## src/rtl/ssns_pkg.sv

```systemverilog
// Shared types, constants and the segment decoder for the seven-segment number scan unit.
package ssns_pkg;

  // Field widths of the input and result beats
  localparam int unsigned WHOLE_W    = 16;
  localparam int unsigned FRAC_W     = 10;
  localparam int unsigned NDIG_W     = 3;
  localparam int unsigned SEL_W      = 2;
  localparam int unsigned SEG_W      = 7;
  localparam int unsigned NUM_DIGITS = 4;
  localparam int unsigned NUM_SRC    = 7;   // four whole digits, three fraction digits
  localparam int unsigned NUM_LEAD   = 3;   // leading positions that may be blanked

  // Saturation limits
  localparam int unsigned WHOLE_MAX  = 9999;
  localparam int unsigned FRAC_MAX   = 999;
  localparam int unsigned NDIG_MAX   = 3;

  // Reduced widths after saturation
  localparam int unsigned WSAT_W     = 14;  // holds 9999
  localparam int unsigned HUND_W     = 7;   // holds 0..99
  localparam int unsigned DIG_W      = 4;

  // Reciprocal constants: x / 100 = (x * MUL) >> SH over the saturated ranges
  localparam int unsigned DIV100W_MUL = 5243;
  localparam int unsigned DIV100W_SH  = 19;
  localparam int unsigned DIV100W_PW  = 27;
  localparam int unsigned DIV100F_MUL = 41;
  localparam int unsigned DIV100F_SH  = 12;
  localparam int unsigned DIV100F_PW  = 16;
  localparam int unsigned DIV10_MUL   = 205;
  localparam int unsigned DIV10_SH    = 11;
  localparam int unsigned DIV10_PW    = 15;

  localparam logic [SEL_W-1:0] LAST_SEL = SEL_W'(NUM_DIGITS - 1);
  localparam logic [SEG_W-1:0] SEG_BLANK = '0;

  // Per-item control that rides along with the digits
  typedef struct packed {
    logic             fmode;
    logic [1:0]       ndig;   // clamped fraction digit count
    logic             ovf;
  } ctrl_t;

  // Seven decimal digits of one number, as handed to the frame unit
  typedef struct packed {
    logic [NUM_SRC-1:0][DIG_W-1:0] digit;
    ctrl_t                         ctrl;
  } digits_t;

  // Segments a..g in bits 0..6
  function automatic logic [SEG_W-1:0] seg_of(input logic [DIG_W-1:0] d);
    logic [SEG_W-1:0] s;
    unique case (d)
      4'd0:    s = 7'h3F;
      4'd1:    s = 7'h06;
      4'd2:    s = 7'h5B;
      4'd3:    s = 7'h4F;
      4'd4:    s = 7'h66;
      4'd5:    s = 7'h6D;
      4'd6:    s = 7'h7D;
      4'd7:    s = 7'h07;
      4'd8:    s = 7'h7F;
      4'd9:    s = 7'h6F;
      default: s = SEG_BLANK;
    endcase
    return s;
  endfunction

endpackage

```

## src/rtl/ssns_if.sv

```systemverilog
// Valid/ready channel interfaces for number beats in and scan-frame beats out.
interface ssns_in_if;
  import ssns_pkg::*;

  logic              valid;
  logic              ready;
  logic [WHOLE_W-1:0] whole_part;
  logic [FRAC_W-1:0]  fraction_part;
  logic [NDIG_W-1:0]  fraction_digits;
  logic               show_point;

  modport source (output valid, whole_part, fraction_part, fraction_digits, show_point,
                  input ready);
  modport sink   (input valid, whole_part, fraction_part, fraction_digits, show_point,
                  output ready);
endinterface

interface ssns_out_if;
  import ssns_pkg::*;

  logic             valid;
  logic             ready;
  logic [SEL_W-1:0] digit_select;
  logic [SEG_W-1:0] segment_bits;
  logic             point_lit;
  logic             point_driven;
  logic             overflow;
  logic             last_frame;

  modport source (output valid, digit_select, segment_bits, point_lit, point_driven,
                  overflow, last_frame, input ready);
  modport sink   (input valid, digit_select, segment_bits, point_lit, point_driven,
                  overflow, last_frame, output ready);
endinterface

```

## src/rtl/ssns_digits.sv

```systemverilog
// Five-stage pipeline that saturates a number and splits it into seven decimal digits.
module ssns_digits (
  input  logic             clk,
  input  logic             rst_n,
  ssns_in_if.sink          in_ch,
  output logic             dig_valid,
  input  logic             dig_ready,
  output ssns_pkg::digits_t dig
);
  import ssns_pkg::*;

  // Stage valid bits and the ready chain
  logic v1_r, v2_r, v3_r, v4_r, v5_r;
  logic rdy1, rdy2, rdy3, rdy4, rdy5;

  assign rdy5 = !v5_r || dig_ready;
  assign rdy4 = !v4_r || rdy5;
  assign rdy3 = !v3_r || rdy4;
  assign rdy2 = !v2_r || rdy3;
  assign rdy1 = !v1_r || rdy2;
  assign in_ch.ready = rdy1;

  always_ff @(posedge clk) begin
    if (!rst_n) begin
      v1_r <= 1'b0;
      v2_r <= 1'b0;
      v3_r <= 1'b0;
      v4_r <= 1'b0;
      v5_r <= 1'b0;
    end else begin
      if (rdy1) v1_r <= in_ch.valid;
      if (rdy2) v2_r <= v1_r;
      if (rdy3) v3_r <= v2_r;
      if (rdy4) v4_r <= v3_r;
      if (rdy5) v5_r <= v4_r;
    end
  end

  // Stage 1: saturate whole and fraction, clamp digit count
  logic [WSAT_W-1:0] s1_w_r, s1_w_nxt;
  logic [FRAC_W-1:0] s1_f_r, s1_f_nxt;
  ctrl_t             s1_c_r, s1_c_nxt;

  always_comb begin
    s1_c_nxt.fmode = in_ch.show_point;
    s1_c_nxt.ovf   = (in_ch.whole_part > WHOLE_W'(WHOLE_MAX));
    s1_w_nxt = s1_c_nxt.ovf ? WSAT_W'(WHOLE_MAX) : in_ch.whole_part[WSAT_W-1:0];
    s1_f_nxt = (in_ch.fraction_part > FRAC_W'(FRAC_MAX)) ? FRAC_W'(FRAC_MAX)
                                                          : in_ch.fraction_part;
    s1_c_nxt.ndig = (in_ch.fraction_digits > NDIG_W'(NDIG_MAX)) ? 2'(NDIG_MAX)
                                                                 : in_ch.fraction_digits[1:0];
  end

  always_ff @(posedge clk) begin
    if (rdy1) begin
      s1_w_r <= s1_w_nxt;
      s1_f_r <= s1_f_nxt;
      s1_c_r <= s1_c_nxt;
    end
  end

  // Stage 2: divide both parts by 100 through reciprocal products
  logic [DIV100W_PW-1:0] prod_w;
  logic [DIV100F_PW-1:0] prod_f;
  logic [WSAT_W-1:0]     s2_w_r;
  logic [FRAC_W-1:0]     s2_f_r;
  logic [HUND_W-1:0]     s2_q_r;
  logic [DIG_W-1:0]      s2_fq_r;
  ctrl_t                 s2_c_r;

  assign prod_w = DIV100W_PW'(s1_w_r) * DIV100W_PW'(DIV100W_MUL);
  assign prod_f = DIV100F_PW'(s1_f_r) * DIV100F_PW'(DIV100F_MUL);

  always_ff @(posedge clk) begin
    if (rdy2) begin
      s2_w_r  <= s1_w_r;
      s2_f_r  <= s1_f_r;
      s2_q_r  <= HUND_W'(prod_w >> DIV100W_SH);
      s2_fq_r <= DIG_W'(prod_f >> DIV100F_SH);
      s2_c_r  <= s1_c_r;
    end
  end

  // Stage 3: remainders mod 100, thousands digit from the hundreds quotient
  logic [DIV10_PW-1:0] prod_q;
  logic [HUND_W-1:0]   s3_q_r, s3_lo_r, s3_fr_r;
  logic [DIG_W-1:0]    s3_d0_r, s3_d4_r;
  ctrl_t               s3_c_r;

  assign prod_q = DIV10_PW'(s2_q_r) * DIV10_PW'(DIV10_MUL);

  always_ff @(posedge clk) begin
    if (rdy3) begin
      s3_q_r  <= s2_q_r;
      s3_d0_r <= DIG_W'(prod_q >> DIV10_SH);
      s3_lo_r <= HUND_W'(s2_w_r - WSAT_W'(s2_q_r) * WSAT_W'(100));
      s3_fr_r <= HUND_W'(s2_f_r - FRAC_W'(s2_fq_r) * FRAC_W'(100));
      s3_d4_r <= s2_fq_r;
      s3_c_r  <= s2_c_r;
    end
  end

  // Stage 4: hundreds digit, tens of both two-digit remainders
  logic [DIV10_PW-1:0] prod_lo, prod_fr;
  logic [DIG_W-1:0]    s4_d0_r, s4_d1_r, s4_d2_r, s4_d4_r, s4_d5_r;
  logic [HUND_W-1:0]   s4_lo_r, s4_fr_r;
  ctrl_t               s4_c_r;

  assign prod_lo = DIV10_PW'(s3_lo_r) * DIV10_PW'(DIV10_MUL);
  assign prod_fr = DIV10_PW'(s3_fr_r) * DIV10_PW'(DIV10_MUL);

  always_ff @(posedge clk) begin
    if (rdy4) begin
      s4_d0_r <= s3_d0_r;
      s4_d1_r <= DIG_W'(s3_q_r - HUND_W'(s3_d0_r) * HUND_W'(10));
      s4_d2_r <= DIG_W'(prod_lo >> DIV10_SH);
      s4_d4_r <= s3_d4_r;
      s4_d5_r <= DIG_W'(prod_fr >> DIV10_SH);
      s4_lo_r <= s3_lo_r;
      s4_fr_r <= s3_fr_r;
      s4_c_r  <= s3_c_r;
    end
  end

  // Stage 5: units digits, full digit set out
  digits_t s5_r, s5_nxt;

  always_comb begin
    s5_nxt.digit[0] = s4_d0_r;
    s5_nxt.digit[1] = s4_d1_r;
    s5_nxt.digit[2] = s4_d2_r;
    s5_nxt.digit[3] = DIG_W'(s4_lo_r - HUND_W'(s4_d2_r) * HUND_W'(10));
    s5_nxt.digit[4] = s4_d4_r;
    s5_nxt.digit[5] = s4_d5_r;
    s5_nxt.digit[6] = DIG_W'(s4_fr_r - HUND_W'(s4_d5_r) * HUND_W'(10));
    s5_nxt.ctrl     = s4_c_r;
  end

  always_ff @(posedge clk) begin
    if (rdy5) s5_r <= s5_nxt;
  end

  assign dig_valid = v5_r;
  assign dig       = s5_r;

endmodule

```

## src/rtl/ssns_frame.sv

```systemverilog
// Window selection, leading-zero blanking and the four-beat frame output register.
module ssns_frame (
  input  logic              clk,
  input  logic              rst_n,
  input  logic              zero_lead,
  input  logic              dig_valid,
  output logic              dig_ready,
  input  ssns_pkg::digits_t dig,
  ssns_out_if.source        out_ch
);
  import ssns_pkg::*;

  logic                             busy_r;
  logic [SEL_W-1:0]                 cnt_r;
  logic [NUM_DIGITS-1:0][SEG_W-1:0] segs_r, segs_nxt;
  logic [NUM_DIGITS-1:0]            pt_r, pt_nxt;
  logic                             fm_r, ov_r;
  logic                             out_beat, load;
  logic [NUM_SRC-1:0]               blank;
  logic [2:0]                       shift;
  logic [2:0]                       src;

  assign out_beat  = busy_r && out_ch.ready;
  assign dig_ready = !busy_r || (out_ch.ready && cnt_r == LAST_SEL);
  assign load      = dig_valid && dig_ready;

  // Blank chain over the three leading whole positions; units never blank
  always_comb begin
    blank    = '0;
    blank[0] = (dig.digit[0] == '0);
    blank[1] = blank[0] && (dig.digit[1] == '0);
    blank[2] = blank[1] && (dig.digit[2] == '0);
  end

  // Pick the four displayed positions and decode them
  always_comb begin
    shift = dig.ctrl.fmode ? {1'b0, dig.ctrl.ndig} : 3'd0;
    src   = '0;
    for (int k = 0; k < NUM_DIGITS; k++) begin
      src = 3'(k) + shift;
      if (blank[src] && !zero_lead)
        segs_nxt[k] = SEG_BLANK;
      else if (blank[src])
        segs_nxt[k] = seg_of('0);
      else
        segs_nxt[k] = seg_of(dig.digit[src]);
      pt_nxt[k] = dig.ctrl.fmode && (2'(k) == 2'(LAST_SEL - SEL_W'(dig.ctrl.ndig)));
    end
  end

  // Frame register and beat counter
  always_ff @(posedge clk) begin
    if (!rst_n) begin
      busy_r <= 1'b0;
      cnt_r  <= '0;
    end else if (load) begin
      busy_r <= 1'b1;
      cnt_r  <= '0;
    end else if (out_beat) begin
      if (cnt_r == LAST_SEL) busy_r <= 1'b0;
      cnt_r <= cnt_r + 1'b1;
    end
  end

  always_ff @(posedge clk) begin
    if (load) begin
      segs_r <= segs_nxt;
      pt_r   <= pt_nxt;
      fm_r   <= dig.ctrl.fmode;
      ov_r   <= dig.ctrl.ovf;
    end
  end

  assign out_ch.valid        = busy_r;
  assign out_ch.digit_select = cnt_r;
  assign out_ch.segment_bits = segs_r[cnt_r];
  assign out_ch.point_lit    = pt_r[cnt_r];
  assign out_ch.point_driven = fm_r;
  assign out_ch.overflow     = ov_r;
  assign out_ch.last_frame   = (cnt_r == LAST_SEL);

endmodule

```

## src/rtl/seven_segment_number_scan_unit.sv

```systemverilog
// Top level of the seven-segment number scan unit: digit pipeline, frame unit, zero_lead register.
//
//  channel | dir | handshake      | beat
//  --------+-----+----------------+-------------------------------------------------
//  in_ch   | in  | valid/ready    | whole_part, fraction_part, fraction_digits, show_point
//  out_ch  | out | valid/ready    | one scan frame; four beats per number
//  cfg_    | in  | cfg_we         | cfg_wdata -> zero_lead
//
// A number passes five pipeline stages (saturate, /100, %100 and /10, /10, %10), then the
// frame register emits four beats, one per cycle while out_ch is ready. The pipeline takes
// new numbers while earlier ones are framed; the next loads as the last beat is taken.
// Reset (rst_n low, synchronous) empties the pipeline and clears zero_lead.
// A stall on out_ch backs up through the stages without losing or repeating a beat.
module seven_segment_number_scan_unit (
  input  logic       clk,
  input  logic       rst_n,
  ssns_in_if.sink    in_ch,
  ssns_out_if.source out_ch,
  input  logic       cfg_we,
  input  logic       cfg_wdata
);
  import ssns_pkg::*;

  logic    zero_lead_r;
  logic    dig_valid, dig_ready;
  digits_t dig;

  // Configuration register
  always_ff @(posedge clk) begin
    if (!rst_n) zero_lead_r <= 1'b0;
    else if (cfg_we) zero_lead_r <= cfg_wdata;
  end

  ssns_digits u_digits (
    .clk       (clk),
    .rst_n     (rst_n),
    .in_ch     (in_ch),
    .dig_valid (dig_valid),
    .dig_ready (dig_ready),
    .dig       (dig)
  );

  ssns_frame u_frame (
    .clk       (clk),
    .rst_n     (rst_n),
    .zero_lead (zero_lead_r),
    .dig_valid (dig_valid),
    .dig_ready (dig_ready),
    .dig       (dig),
    .out_ch    (out_ch)
  );

endmodule

```

## src/flat_wrapper.sv

```systemverilog
// flat-port wrapper written by rule: the top's interface ports become plain ports
module seven_segment_number_scan_unit_flat import ssns_pkg::*;
  (clk, rst_n, cfg_we, cfg_wdata, in_ch_valid, in_ch_whole_part, in_ch_fraction_part, in_ch_fraction_digits, in_ch_show_point, in_ch_ready, out_ch_valid, out_ch_digit_select, out_ch_segment_bits, out_ch_point_lit, out_ch_point_driven, out_ch_overflow, out_ch_last_frame, out_ch_ready);
  ssns_in_if in_ch_i ();
  ssns_out_if out_ch_i ();
  input  logic clk;
  input  logic rst_n;
  input  logic cfg_we;
  input  logic cfg_wdata;
  input wire logic [$bits(in_ch_i.valid)-1:0] in_ch_valid;
  input wire logic [$bits(in_ch_i.whole_part)-1:0] in_ch_whole_part;
  input wire logic [$bits(in_ch_i.fraction_part)-1:0] in_ch_fraction_part;
  input wire logic [$bits(in_ch_i.fraction_digits)-1:0] in_ch_fraction_digits;
  input wire logic [$bits(in_ch_i.show_point)-1:0] in_ch_show_point;
  output wire logic [$bits(in_ch_i.ready)-1:0] in_ch_ready;
  output wire logic [$bits(out_ch_i.valid)-1:0] out_ch_valid;
  output wire logic [$bits(out_ch_i.digit_select)-1:0] out_ch_digit_select;
  output wire logic [$bits(out_ch_i.segment_bits)-1:0] out_ch_segment_bits;
  output wire logic [$bits(out_ch_i.point_lit)-1:0] out_ch_point_lit;
  output wire logic [$bits(out_ch_i.point_driven)-1:0] out_ch_point_driven;
  output wire logic [$bits(out_ch_i.overflow)-1:0] out_ch_overflow;
  output wire logic [$bits(out_ch_i.last_frame)-1:0] out_ch_last_frame;
  input wire logic [$bits(out_ch_i.ready)-1:0] out_ch_ready;
  assign in_ch_i.valid = in_ch_valid;
  assign in_ch_i.whole_part = in_ch_whole_part;
  assign in_ch_i.fraction_part = in_ch_fraction_part;
  assign in_ch_i.fraction_digits = in_ch_fraction_digits;
  assign in_ch_i.show_point = in_ch_show_point;
  assign in_ch_ready = in_ch_i.ready;
  assign out_ch_valid = out_ch_i.valid;
  assign out_ch_digit_select = out_ch_i.digit_select;
  assign out_ch_segment_bits = out_ch_i.segment_bits;
  assign out_ch_point_lit = out_ch_i.point_lit;
  assign out_ch_point_driven = out_ch_i.point_driven;
  assign out_ch_overflow = out_ch_i.overflow;
  assign out_ch_last_frame = out_ch_i.last_frame;
  assign out_ch_i.ready = out_ch_ready;
  seven_segment_number_scan_unit u_core (.clk(clk), .rst_n(rst_n), .in_ch(in_ch_i), .out_ch(out_ch_i), .cfg_we(cfg_we), .cfg_wdata(cfg_wdata));
endmodule
```

## config.mk

```make
export PLATFORM = sky130hd
export DESIGN_NAME = seven_segment_number_scan_unit_flat
export DESIGN_NICKNAME = d
export VERILOG_FILES = /design/src/rtl/ssns_pkg.sv /design/src/rtl/ssns_if.sv /design/src/rtl/ssns_digits.sv /design/src/rtl/ssns_frame.sv /design/src/rtl/seven_segment_number_scan_unit.sv /design/src/flat_wrapper.sv
export SDC_FILE = /design/constraint.sdc
export NUM_CORES = 1
export LEC_CHECK = 0
export BUFFER_PORTS_ARGS = -buffer_cell sky130_fd_sc_hd__buf_2
export CAP_MARGIN = 30
export CORE_MARGIN = 3
export CORE_UTILIZATION = 58
export DETAILED_ROUTE_END_ITERATION = 6
export HOLD_SLACK_MARGIN = 0.08
export PLACE_DENSITY = 0.78
export SETUP_SLACK_MARGIN = 0.5
export SYNTH_ARGS = -nofsm -noshare
export SYNTH_HDL_FRONTEND = slang
export SYNTH_SLANG_ARGS = --single-unit
```

## constraint.sdc

```tcl
create_clock -name clk -period 4.75 [get_ports clk]
set_input_delay 1.1875 -clock clk [delete_from_list [all_inputs] [get_ports clk]]
set_output_delay 1.1875 -clock clk [all_outputs]
set_load 0.01 [all_outputs]
```

==> results of run 1 <==
stage by stage:
stage / cell area [um2] / setup slack [ns] / cells
floorplan: 14930 / 0.2940 / 1205
global placement: 15610 / 0.1115 / 1576
detailed placement: 15640 / 0.01079 / 1577
CTS: 16570 / 0.2196 / 1628
global route: 16710 / -0.06310 / 1635
finish: 16710 / 0.1397 / 1635
what timing repair did:
action,CTS,global route
resized for setup,26,16
pin swaps,22,29
buffers inserted,19,7
endpoints found under the setup margin,7,7
routing by layer:
| layer | routed length (um) | vias to the layer above | global-route usage |
|---|---|---|---|
| li1 | - | 4378 | - |
| met1 | 11630 | 4330 | 0.2634 |
| met2 | 13910 | 211 | 0.3600 |
| met3 | 1007 | 42 | 0.03404 |
| met4 | 546 | 0 | 0.05859 |
| met5 | 0 | - | 0 |
layout make-up:
class,instances,area (um2),area share
flip-flops and latches,194,5736,0.3433
inverters,228,860.8,0.05152
multi-input cells,766,8488,0.5080
well taps,324,405.4,0.02426
clock inverters,15,198.9,0.01191
repair buffers,91,593.1,0.03550
clock buffers,17,425.4,0.02546
report_power, final:
group          total, mW  internal, mW  switching, mW
Clock               1.47         0.726          0.748
Combinational       7.19          3.29           3.90
Sequential          2.99          2.62          0.368
cell families (layout without fill, tap and decap cells):
| group | Yosys count | after routing | share of synthesized area |
|---|---|---|---|
| adder cells (fa/ha/maj) | 362 | 362 | 0.3523 |
| buffers and inverters | 245 | 351 | 0.06356 |
| flip-flops | 194 | 194 | 0.3854 |
| AO/OA/AOI/OAI | 158 | 158 | 0.06625 |
| AND/OR/NAND/NOR | 148 | 148 | 0.05162 |
| XOR/XNOR | 52 | 52 | 0.03060 |
| multiplexers | 46 | 46 | 0.05028 |
registers in the layout (all words and copies together) (netlist names), 7 cells and up:
register                 flops
u_core.u_digits.s2_f_r       7
u_core.u_digits.s1_w_r      14
u_core.u_digits.s2_w_r       7
u_core.u_digits.s2_q_r       7
u_core.u_digits.s1_f_r      10
u_core.u_digits.dig         32
u_core.u_digits.s3_fr_r      7
u_core.u_digits.s3_lo_r      7
u_core.u_frame.segs_r       28
placed cells by master (no fill, tap or decap), drive strengths merged, types with 3 or more instances in the layout:
master,instances
ha,267
inv,235
edfxtp,185
fa,95
buf,91
a21oi,63
nor2,37
xnor2,35
nand2,31
mux2i,25
o21ai,25
mux4,20
xor2,17
clkbuf,17
a21o,15
nor2b,13
a211oi,13
nand2b,12
nand3,11
dfxtp,9
or2,9
o21bai,8
a31oi,8
nand4,7
o21a,7
and2,6
clkinv,6
nor4,6
and3,5
nor3,4
o211ai,3
a41o,3
a31o,3
or4,3
final timing paths:
kind                                    end  cells past startpoint                       start
setup reg to reg  u_core.u_digits.s2_q_r[3]                     17  u_core.u_digits.s1_w_r[10]
hold reg to reg      u_core.u_digits.dig[9]                      0  u_core.u_digits.s4_d1_r[1]
setup / recovery  u_core.u_digits.s2_q_r[3]                     17  u_core.u_digits.s1_w_r[10]
hold / removal       u_core.u_digits.dig[9]                      0  u_core.u_digits.s4_d1_r[1]
==> results by group, run 1 <==
STA
  • Transition time at the pin with the least slew margin: 0.7915 ns
  • Setup repair after global routing missed its margin: yes
  • Count of final setup violators: 0
  • Setup Total Neg Slack: 0 ns
  • Fin. Hold Viols: 0
  • Relative slew slack: 0.4723
  • Clk_skew: 0.01801 ns
  • Share of the clock period used by the worst path after layout: 0.9706
  • Max Transition Viols Final: 0
  • Maximum clock frequency: 216.9 MHz
  • Clock period minus final worst setup slack: 4.610 ns
  • Worst hold margin: 0.4109 ns

Detailed routing
  • Antenna-violating nets left: 0
  • Avg Vias per Cell: 5.481
  • Count of vias placed by the detailed router: 8961
  • Drt total wl: 27090 um
  • Count of unresolved DRC violations after routing: 0
  • Total iterations of the first detailed-routing run: 7
  • Violation count after the first detailed-routing iteration: 569
  • Detailed-route wire length per cell: 16.57 um

Clock network
  • Htree depth: 4
  • Clock latency on the worst-skew pair: 0.44 ns
  • Total clock buffers created by CTS: 17
  • Clock slew seen by the registers of the worst setup and hold paths: 0.08 ns
  • Clock tree from TritonCTS: yes
  • Buffer type at the clock tree root: clkbuf_16
  • CTS Buffer Depth: 2
  • Number of clock sinks: 194
  • Number of buffers added to fix hold violations after cts: 0

Logic synthesis
  • Number of enable flip-flop cells after synthesis: 185
  • Commonest cells post-synth: 267 x ha_1, 224 x inv_1, 185 x edfxtp_1
  • Yosys warning count: 0
  • Library cell occupying the most area in the post-synthesis netlist: edfxtp_1
  • Cell area after synthesis: 0.01488 mm2
  • Number of register bits inferred by synthesis: 194
  • Synthesized area per cell: 12.35 um2
  • Post-synthesis cell count: 1205
  • Syn nets: 1603
  • Dominant cell by count in the synthesized netlist: ha_1
  • Synth unique cells: 61
  • Sequential element share of the synthesized area: 0.3854
  • Share of Yosys cell area claimed by the top area cell type: 0.3733
  • Area contributors post-synth: edfxtp_1 37%, ha_1 22%, fa_1 13%
  • Most used flip-flop cell after synthesis: edfxtp_1
  • Proportion of synthesized flip-flops having asynchronous set or reset: 0

Final layout
  • Layout cell share with drive strength beyond 1: 0.1617
  • Final cell utilization of the core: 0.6751
  • Fill cells: 1701
  • Layout Nets: 1696
  • Antenna cells: 0
  • Area growth from synthesis to final layout: 12.27%

Power and ir drop
  • Worst VDD drop: 0.5275 mV
  • Cell Pwr Density: 697.7 mW/mm2
  • Total Power: 11.66 mW
  • Leak Pwr: 7.794 nW

GRT
  • Leftover overflow at the end of global routing: 0
  • Global-route wire length before repair: 46220 um
  • Number of antenna violations at the first check in global routing: 0
  • GRT Overall Usage: 0.2048
  • Vias in the first global route: 9519
  • Maximum number of pins on one net before global-route repair: 33

Flow run
  • Max-Cap Viols: 0

Worst setup path
  • Crit-path max FO: 6
  • Delay of the slowest cell on the worst path: 0.54 ns
  • Critical Path Source Type: register
  • Max stage delay cell, worst path: fa_1
  • Cell family with the largest share of critical-path delay: adder cells
  • Capturing element type of the critical path: register
  • Most common cell type on the critical path: fa_1
  • Required time worst endpoint: 4.94 ns
  • Worst Path Class, Setup: register to register
  • Flop2flop setup slack: 0.14 ns
  • Ordered cell list for the critical path: buf_6 > buf_4 > ha_4 > fa_2 > fa_1 > fa_1 > inv_2 > fa_1 > inv_2 > ha_4 > nand3_4 > nor4_2 > o21ai_1 > o2111ai_4 > a31oi_2 > buf_4 > xnor2_1
  • Data arrival time of the critical path: 4.80 ns
  • CP bufs+invs: 5

Die
  • Row Count: 57
  • Die extent in y: 166.2 um
  • Effective utilization at floorplan: 0.6013
  • IO Count: 51
  • CORE AREA: 0.02475 mm2
  • Overall die area: 0.02762 mm2
  • Width of the die: 166.2 um

Outcome
  • Status: complete, no violations

Place
  • GPL Wtd Cong: 0.8726
  • Placed wire-length estimate after detailed placement: 20720 um
  • Number of port buffers: 50

Hold path
  • Classification of the worst-slack hold path: register to register
(Power assumes the default switching activity.)
==> run 2, diff against run 1 <==
--- a/config.mk
+++ b/config.mk
@@ -8,11 +8,12 @@
 export BUFFER_PORTS_ARGS = -buffer_cell sky130_fd_sc_hd__buf_2
 export CAP_MARGIN = 30
 export CORE_MARGIN = 3
-export CORE_UTILIZATION = 58
+export CORE_UTILIZATION = 52
 export DETAILED_ROUTE_END_ITERATION = 6
 export HOLD_SLACK_MARGIN = 0.08
-export PLACE_DENSITY = 0.78
+export PLACE_DENSITY = 0.71
 export SETUP_SLACK_MARGIN = 0.5
 export SYNTH_ARGS = -nofsm -noshare
 export SYNTH_HDL_FRONTEND = slang
 export SYNTH_SLANG_ARGS = --single-unit
+export TNS_END_PERCENT = 30
==> results by group, run 2 (synthesis gave the netlist of run 1 again) <==
Place
  • Placed wire-length estimate after detailed placement: 20890 um (+0.81%)
  • DP Area: 0.01568 mm2 (+0.27%)
  • Pre-CTS setup slack: 0.02911 ns (+0.01831 ns)
  • GPL Wtd Cong: 0.8635 (-1.0%)
  • Number of port buffers: 50 (unchanged)

Detailed routing
  • Violation count after the first detailed-routing iteration: 408 (-28%)
  • Total iterations of the first detailed-routing run: 4 (-3)
  • Count of vias placed by the detailed router: 8796 (-1.8%)
  • Antenna-violating nets left: 0 (unchanged)
  • Detailed-route wire length per cell: 15.70 um (-5.3%)
  • Count of unresolved DRC violations after routing: 0 (unchanged)
  • Avg Vias per Cell: 5.217 (-4.8%)
  • Drt total wl: 26460 um (-2.3%)

Die
  • Width of the die: 175.2 um (+5.4%)
  • Overall die area: 0.03068 mm2 (+11%)
  • CORE AREA: 0.02801 mm2 (+13%)
  • Die extent in y: 175.2 um (+5.4%)
  • Row Count: 61 (+7.0%)
  • IO Count: 51 (unchanged)
  • Effective utilization at floorplan: 0.5313 (-0.07005)

Power and ir drop
  • Internal power summed over all cells: 6.606 mW (-0.57%)
  • Cell Pwr Density: 690.9 mW/mm2 (-0.97%)
  • Sequential cell fraction of total power: 0.259 (+0.002)
  • Leak Pwr: 7.744 nW (-0.65%)
  • Net switching component of the power: 4.904 mW (-2.2%)
  • Worst VDD drop: 0.4552 mV (-14%)
  • Switching share of power: 0.4261 (-0.003933)
  • Relative contribution of the clock network to total power: 0.116 (-0.010)
  • Combinational group share of total power: 0.625 (+0.008)

Outcome
  • Status: complete, no violations

Clock network
  • Clock latency on the worst-skew pair: 0.44 ns (about the same)
  • Buffer type at the clock tree root: clkbuf_16
  • CTS Buffer Depth: 2 (unchanged)
  • Htree depth: 4 (unchanged)
  • Number of clock sinks: 194 (unchanged)
  • Clock tree from TritonCTS: yes
  • Total clock buffers created by CTS: 17 (unchanged)
  • Clock slew seen by the registers of the worst setup and hold paths: 0.07 ns (about the same)
  • Number of buffers added to fix hold violations after cts: 0 (unchanged)

Worst setup path
  • Worst Path Class, Setup: register to register
  • Crit-path max FO: 6 (unchanged)
  • Required time worst endpoint: 4.93 ns (about the same)
  • Delay of the slowest cell on the worst path: 0.59 ns (+0.05 ns)
  • Ordered cell list for the critical path: fa_1 > ha_4 > fa_2 > fa_1 > inv_2 > fa_1 > inv_1 > ha_2 > a211oi_2 > o21bai_1 > a21oi_2 > o2111ai_4 > a21oi_2 > o21ai_1 > xor2_1
  • Cell family with the largest share of critical-path delay: adder cells
  • Data arrival time of the critical path: 4.82 ns (+0.02 ns)
  • Capturing element type of the critical path: register
  • Beginning of the worst register-to-register path: u_core.u_digits.s1_w_r[8]
  • Max stage delay cell, worst path: fa_1
  • Critical Path Source Type: register
  • Capturing point of the worst reg2reg path: u_core.u_digits.s2_q_r[5]
  • CP bufs+invs: 2 (-3)
  • Most common cell type on the critical path: fa_1
  • Logic depth of the worst register-to-register path: 15 (-2)
  • Flop2flop setup slack: 0.11 ns (-0.03 ns)

STA
  • Setup repair after global routing missed its margin: yes
  • Max Transition Viols Final: 0 (unchanged)
  • Relative slew slack: 0.4815 (+0.009186)
  • Fin. Hold Viols: 0 (unchanged)
  • Worst hold margin: 0.4155 ns (+0.004578 ns)
  • Share of the clock period used by the worst path after layout: 0.9776 (+0.007046)
  • Maximum clock frequency: 215.3 MHz (-0.72%)
  • Transition time at the pin with the least slew margin: 0.7777 ns (-0.01378 ns)
  • Clk_skew: 0.01735 ns (-0.0006552 ns)
  • Clock period minus final worst setup slack: 4.644 ns (+0.03347 ns)
  • Fin worst setup slack: 0.1062 ns (-0.03347 ns)
  • Count of final setup violators: 0 (unchanged)

Hold path
  • Classification of the worst-slack hold path: register to register
  • Hold-critical path endpoint: u_core.u_digits.dig[4]
  • Instance count along the most critical hold path: 0 (unchanged)
  • Launch point of the worst hold path: u_core.u_digits.s4_d0_r[0]

Final layout
  • Max reg flops: 32 (unchanged)
  • Antenna cells: 0 (unchanged)
  • Layout cell share with drive strength beyond 1: 0.1552 (-0.006510)
  • Most common cell after layout, fill and taps aside: ha_1
  • Layout Nets: 1693 (-0.18%)
  • Most frequent cells in the layout: 249 x ha_1, 219 x inv_1, 185 x edfxtp_1, 92 x fa_1, 57 x a21oi_1
  • Final standard cell area without fillers: 0.01666 mm2 (-0.29%)
  • Final cell utilization of the core: 0.5947 (-0.08039)
  • Area growth from synthesis to final layout: 11.94%

GRT
  • GRT Overall Usage: 0.1789 (-0.02588)
  • Leftover overflow at the end of global routing: 0 (unchanged)
  • Number of antenna violations at the first check in global routing: 0 (unchanged)
  • Maximum number of pins on one net before global-route repair: 33 (unchanged)
  • Vias in the first global route: 9205 (-3.3%)
  • Global-route wire length before repair: 44350 um (-4.0%)

Flow run
  • Max-Cap Viols: 0 (unchanged)
[run 2: cell types whose count changed in the layout (fill, tap and decap cells not counted), sizes merged]
| cell | before | now |
|---|---|---|
| clkinv | 6 | 5 |
| clkbuf | 17 | 18 |
| buf | 91 | 88 |
[run 2: worst reg2reg max path: cells and delay by family, from the launching register on]
| family | cells | cell delay (ns) |
|---|---|---|
| adders and majority gates | 6 | 2.59 |
| buffers and inverters | 2 | 0.10 |
| AOI/OAI and AO/OA | 6 | 1.00 |
| DFF | 1 | 0.57 |
| xor gates and xnor gates | 1 | 0.16 |
[run 2: through the flow]
step | setup TNS [ns] | cells | total power, mW
5_1_grt | -0.1120 | 1686 | 12.88
2_1_floorplan | 0 | 1205 | 8.261
4_1_cts | 0 | 1674 | 11.43
6_report | 0 | 1686 | 11.51
3_3_place_gp | 0 | 1631 | 9.624
3_5_place_dp | 0 | 1631 | 9.973
[run 2: what timing repair did]
action | 4_1_cts | 5_1_grt
endpoints found under the setup margin | 7 | 7
pin swaps | 15 | 37
cloned | 0 | 0
setup buffers | 11 | 12
resized for setup | 8 | 34
endpoints found under the hold margin | 0 | 0
[run 2: cell type report]
type	instances	area, um2
timing repair buffer	88	554.3
multi-input combinational	766	8484
clock inverter	14	121.4
sequential	194	5736
clock buffer	18	429.2
tap	378	473.0
inverter	228	860.8
fill	2199	11350
[run 2: how the worst max path moves through the flow]
stage / from / endpoint / slack [ns] / cells after the start
after global placement: u_core.u_digits.s1_w_r[11] / u_core.u_digits.s2_q_r[4] / 0.11 / 15
after floorplan: u_core.u_digits.s1_w_r[11] / u_core.u_digits.s2_q_r[4] / 0.29 / 17
after detailed placement: u_core.u_digits.s1_w_r[10] / u_core.u_digits.s2_q_r[4] / 0.03 / 17
after CTS: u_core.u_digits.s1_w_r[10] / u_core.u_digits.s2_q_r[4] / 0.12 / 16
final: u_core.u_digits.s1_w_r[8] / u_core.u_digits.s2_q_r[5] / 0.11 / 15
after global routing: u_core.u_digits.s1_w_r[3] / u_core.u_digits.s2_q_r[5] / -0.05 / 18
[run 2: per-layer routing]
metal  track usage  vias to the layer above  share of wire
li1              -                     4368              -
met1        0.2299                     4255           0.44
met2        0.3183                      132           0.51
met3       0.02151                       41          0.024
met4       0.05319                        0          0.024
met5             0                        -              0
[run 2: power groups by stage]
stage | clock network, mW | logic [mW] | registers [mW]
floorplan | 0 | 5.39 | 2.87
global placement | 0 | 6.61 | 3.01
detailed placement | 0 | 6.95 | 3.03
CTS | 1.37 | 7.08 | 2.99
global route | 1.44 | 8.39 | 3.04
finish | 1.34 | 7.19 | 2.98
==> run 3, diff against run 2 <==
--- a/config.mk
+++ b/config.mk
@@ -11,7 +11,7 @@
 export CORE_UTILIZATION = 52
 export DETAILED_ROUTE_END_ITERATION = 6
 export HOLD_SLACK_MARGIN = 0.08
-export PLACE_DENSITY = 0.71
+export PLACE_DENSITY = 0.69
 export SETUP_SLACK_MARGIN = 0.5
 export SYNTH_ARGS = -nofsm -noshare
 export SYNTH_HDL_FRONTEND = slang
==> constraint.sdc (replaced) <==
create_clock -name clk -period 5.7 [get_ports clk]
set_input_delay 1.425 -clock clk [delete_from_list [all_inputs] [get_ports clk]]
set_output_delay 1.425 -clock clk [all_outputs]
set_load 0.01 [all_outputs]
==> results by group, run 3 (synthesis gave the netlist of run 1 again) <==
Outcome
  • Status: complete, no violations

Clock network
  • Post-CTS Setup Repair Bufs: 0 (-11)
  • Clock tree from TritonCTS: yes
  • Total clock buffers created by CTS: 17 (unchanged)
  • Number of buffers added to fix hold violations after cts: 0 (unchanged)
  • Clock slew seen by the registers of the worst setup and hold paths: 0.07 ns (about the same)
  • Gates resized, CTS repair: 0 (-8)
  • Buffer type at the clock tree root: clkbuf_16
  • CTS Buffer Depth: 2 (unchanged)
  • Number of clock sinks: 194 (unchanged)
  • Htree depth: 4 (unchanged)
  • Clock latency on the worst-skew pair: 0.43 ns (about the same)

Power and ir drop
  • Switching share of power: 0.4196 (-0.006441)
  • Internal power summed over all cells: 5.353 mW (-19%)
  • Leak Pwr: 7.639 nW (-1.4%)
  • Cell Pwr Density: 568.2 mW/mm2 (-18%)
  • Worst VDD drop: 0.4504 mV (-1.1%)
  • Combinational group share of total power: 0.604 (-0.021)
  • Sequential cell fraction of total power: 0.270 (+0.011)
  • Total Power: 9.223 mW (-20%)
  • Net switching component of the power: 3.870 mW (-21%)
  • Relative contribution of the clock network to total power: 0.125 (+0.009)

Place
  • Placed cell count: 1623 (-0.49%)
  • Pre-CTS setup slack: 0.6586 ns (+0.6295 ns)
  • GPL Wtd Cong: 0.8832 (+2.3%)
  • Number of port buffers: 50 (unchanged)
  • DP Area: 0.01560 mm2 (-0.53%)
  • Placed wire-length estimate after detailed placement: 20400 um (-2.3%)

STA
  • Share of the clock period used by the worst path after layout: 0.8680 (-0.1096)
  • Fin worst setup slack: 0.7523 ns (+0.6461 ns)
  • Setup Total Neg Slack: 0 ns (unchanged)
  • Clock period minus final worst setup slack: 4.948 ns (+0.3039 ns)
  • Relative slew slack: 0.3807 (-0.1008)
  • Transition time at the pin with the least slew margin: 0.9031 ns (+0.1253 ns)
  • Clk_skew: 0.01240 ns (-0.004955 ns)
  • Max Transition Viols Final: 0 (unchanged)
  • Worst hold margin: 0.4198 ns (+0.004311 ns)
  • Maximum clock frequency: 202.1 MHz (-6.1%)
  • Fin. Hold Viols: 0 (unchanged)
  • Setup repair after global routing missed its margin: no
  • Count of final setup violators: 0 (unchanged)

Die
  • Die extent in y: 175.2 um (unchanged)
  • IO Count: 51 (unchanged)
  • CORE AREA: 0.02801 mm2 (unchanged)
  • Effective utilization at floorplan: 0.5313 (unchanged)
  • Row Count: 61 (unchanged)
  • Width of the die: 175.2 um (unchanged)
  • Overall die area: 0.03068 mm2 (unchanged)

Detailed routing
  • Avg Vias per Cell: 5.237 (+0.38%)
  • Count of unresolved DRC violations after routing: 0 (unchanged)
  • Antenna-violating nets left: 0 (unchanged)
  • Detailed-route wire length per cell: 15.18 um (-3.3%)
  • Count of vias placed by the detailed router: 8709 (-0.99%)
  • Total iterations of the first detailed-routing run: 4 (unchanged)
  • Violation count after the first detailed-routing iteration: 368 (-9.8%)
  • Drt total wl: 25240 um (-4.6%)

Final layout
  • Most frequent cells in the layout: 267 x ha_1, 224 x inv_1, 185 x edfxtp_1, 95 x fa_1, 60 x a21oi_1
  • Most common cell after layout, fill and taps aside: ha_1
  • Final standard cell area without fillers: 0.01623 mm2 (-2.6%)
  • Post-route non-filler standard cell count: 1663 (-1.4%)
  • Final cell utilization of the core: 0.5795 (-0.01523)
  • Antenna cells: 0 (unchanged)
  • Area taken by flip-flops and latches: 0.005736 mm2 (unchanged)
  • Fill cells: 2257 (+2.6%)
  • Combined area of the multi-input logic cells: 0.008203 mm2 (-3.3%)
  • Layout cell share with drive strength beyond 1: 0.1105 (-0.04469)
  • Area growth from synthesis to final layout: 9.072%
  • Max reg flops: 32 (unchanged)
  • Layout Nets: 1670 (-1.4%)

Hold path
  • Classification of the worst-slack hold path: register to register
  • Launch point of the worst hold path: u_core.u_digits.s1_c_r[0]

Worst setup path
  • Source of the critical timing path: u_core.u_digits.s1_w_r[10]
  • Beginning of the worst register-to-register path: u_core.u_digits.s1_w_r[10]
  • Critical Path Source Type: register
  • Capturing element type of the critical path: register
  • Max stage delay cell, worst path: fa_1
  • Delay of the slowest cell on the worst path: 0.55 ns (-0.04 ns)
  • Crit-path max FO: 6 (unchanged)
  • Ordered cell list for the critical path: fa_1 > ha_1 > inv_1 > fa_1 > inv_1 > fa_1 > inv_1 > fa_1 > inv_1 > ha_1 > a211oi_1 > o21bai_1 > a21oi_1 > o2111ai_1 > a21oi_1 > o21ai_0 > xor2_1
  • Required time worst endpoint: 5.87 ns (+0.94 ns)
  • Flop2flop setup slack: 0.75 ns (+0.65 ns)
  • Data arrival time of the critical path: 5.12 ns (+0.30 ns)
  • Worst Path Class, Setup: register to register

Flow run
  • Max-Cap Viols: 0 (unchanged)

GRT
  • Number of antenna violations at the first check in global routing: 0 (unchanged)
  • GRT Overall Usage: 0.1746 (-0.004297)
  • Vias in the first global route: 9039 (-1.8%)
  • Maximum number of pins on one net before global-route repair: 33 (unchanged)
  • Leftover overflow at the end of global routing: 0 (unchanged)
  • Global-route wire length before repair: 43510 um (-1.9%)
[run 3: cell count changes in the layout (fill, tap and decap cells not counted), moves of 4 or more]
| cell | previous run | this run |
|---|---|---|
| a211oi_1 | 9 | 13 |
| a211oi_2 | 4 | 0 |
| buf_4 | 33 | 14 |
| buf_6 | 5 | 0 |
| ha_1 | 249 | 267 |
| ha_4 | 15 | 0 |
| inv_1 | 219 | 224 |
| inv_2 | 8 | 3 |
| o21ai_0 | 17 | 21 |
| o21ai_1 | 8 | 4 |
[run 3: cell type report]
cell class                 instances  share of cell area
clock buffer                      17             0.02621
clock inverter                    15            0.009327
inverter                         228             0.05303
multi-input combinational        766              0.5054
sequential                       194              0.3533
tap                              378             0.02914
timing repair buffer              65             0.02359
[run 3: worst paths after layout]
check                                                 end  cells past startpoint
worst min-delay path            u_core.u_digits.s2_c_r[0]                      0
worst min register to register  u_core.u_digits.s2_c_r[0]                      0
worst max register to register  u_core.u_digits.s2_q_r[5]                     17
worst max-delay path            u_core.u_digits.s2_q_r[5]                     17
[run 3: routing by layer]
metal | routed length, um | up-vias | GRT usage | share of wire
met3 | 662 | 30 | 0.02455 | 0.026
met4 | 459 | 0 | 0.04887 | 0.018
met1 | 11460 | 4220 | 0.2326 | 0.45
met5 | 0 | - | 0 | 0
li1 | - | 4319 | - | -
met2 | 12660 | 140 | 0.3003 | 0.50
[run 3: power by group through the flow]
stage | Sequential (mW) | Combinational, mW | Clock [mW]
2_1_floorplan | 2.39 | 4.44 | 0
3_3_place_gp | 2.51 | 5.46 | 0
3_5_place_dp | 2.52 | 5.62 | 0
4_1_cts | 2.50 | 5.70 | 1.18
5_1_grt | 2.54 | 6.62 | 1.25
6_report | 2.49 | 5.57 | 1.16
[run 3: critical path, delay by kind of cell (launching register included)]
kind            cells  cell delay (ns)
buf+inv             4             0.20
fa+ha+maj           6             2.64
xor+xnor            1             0.16
flops               1             0.53
compound gates      6             1.15
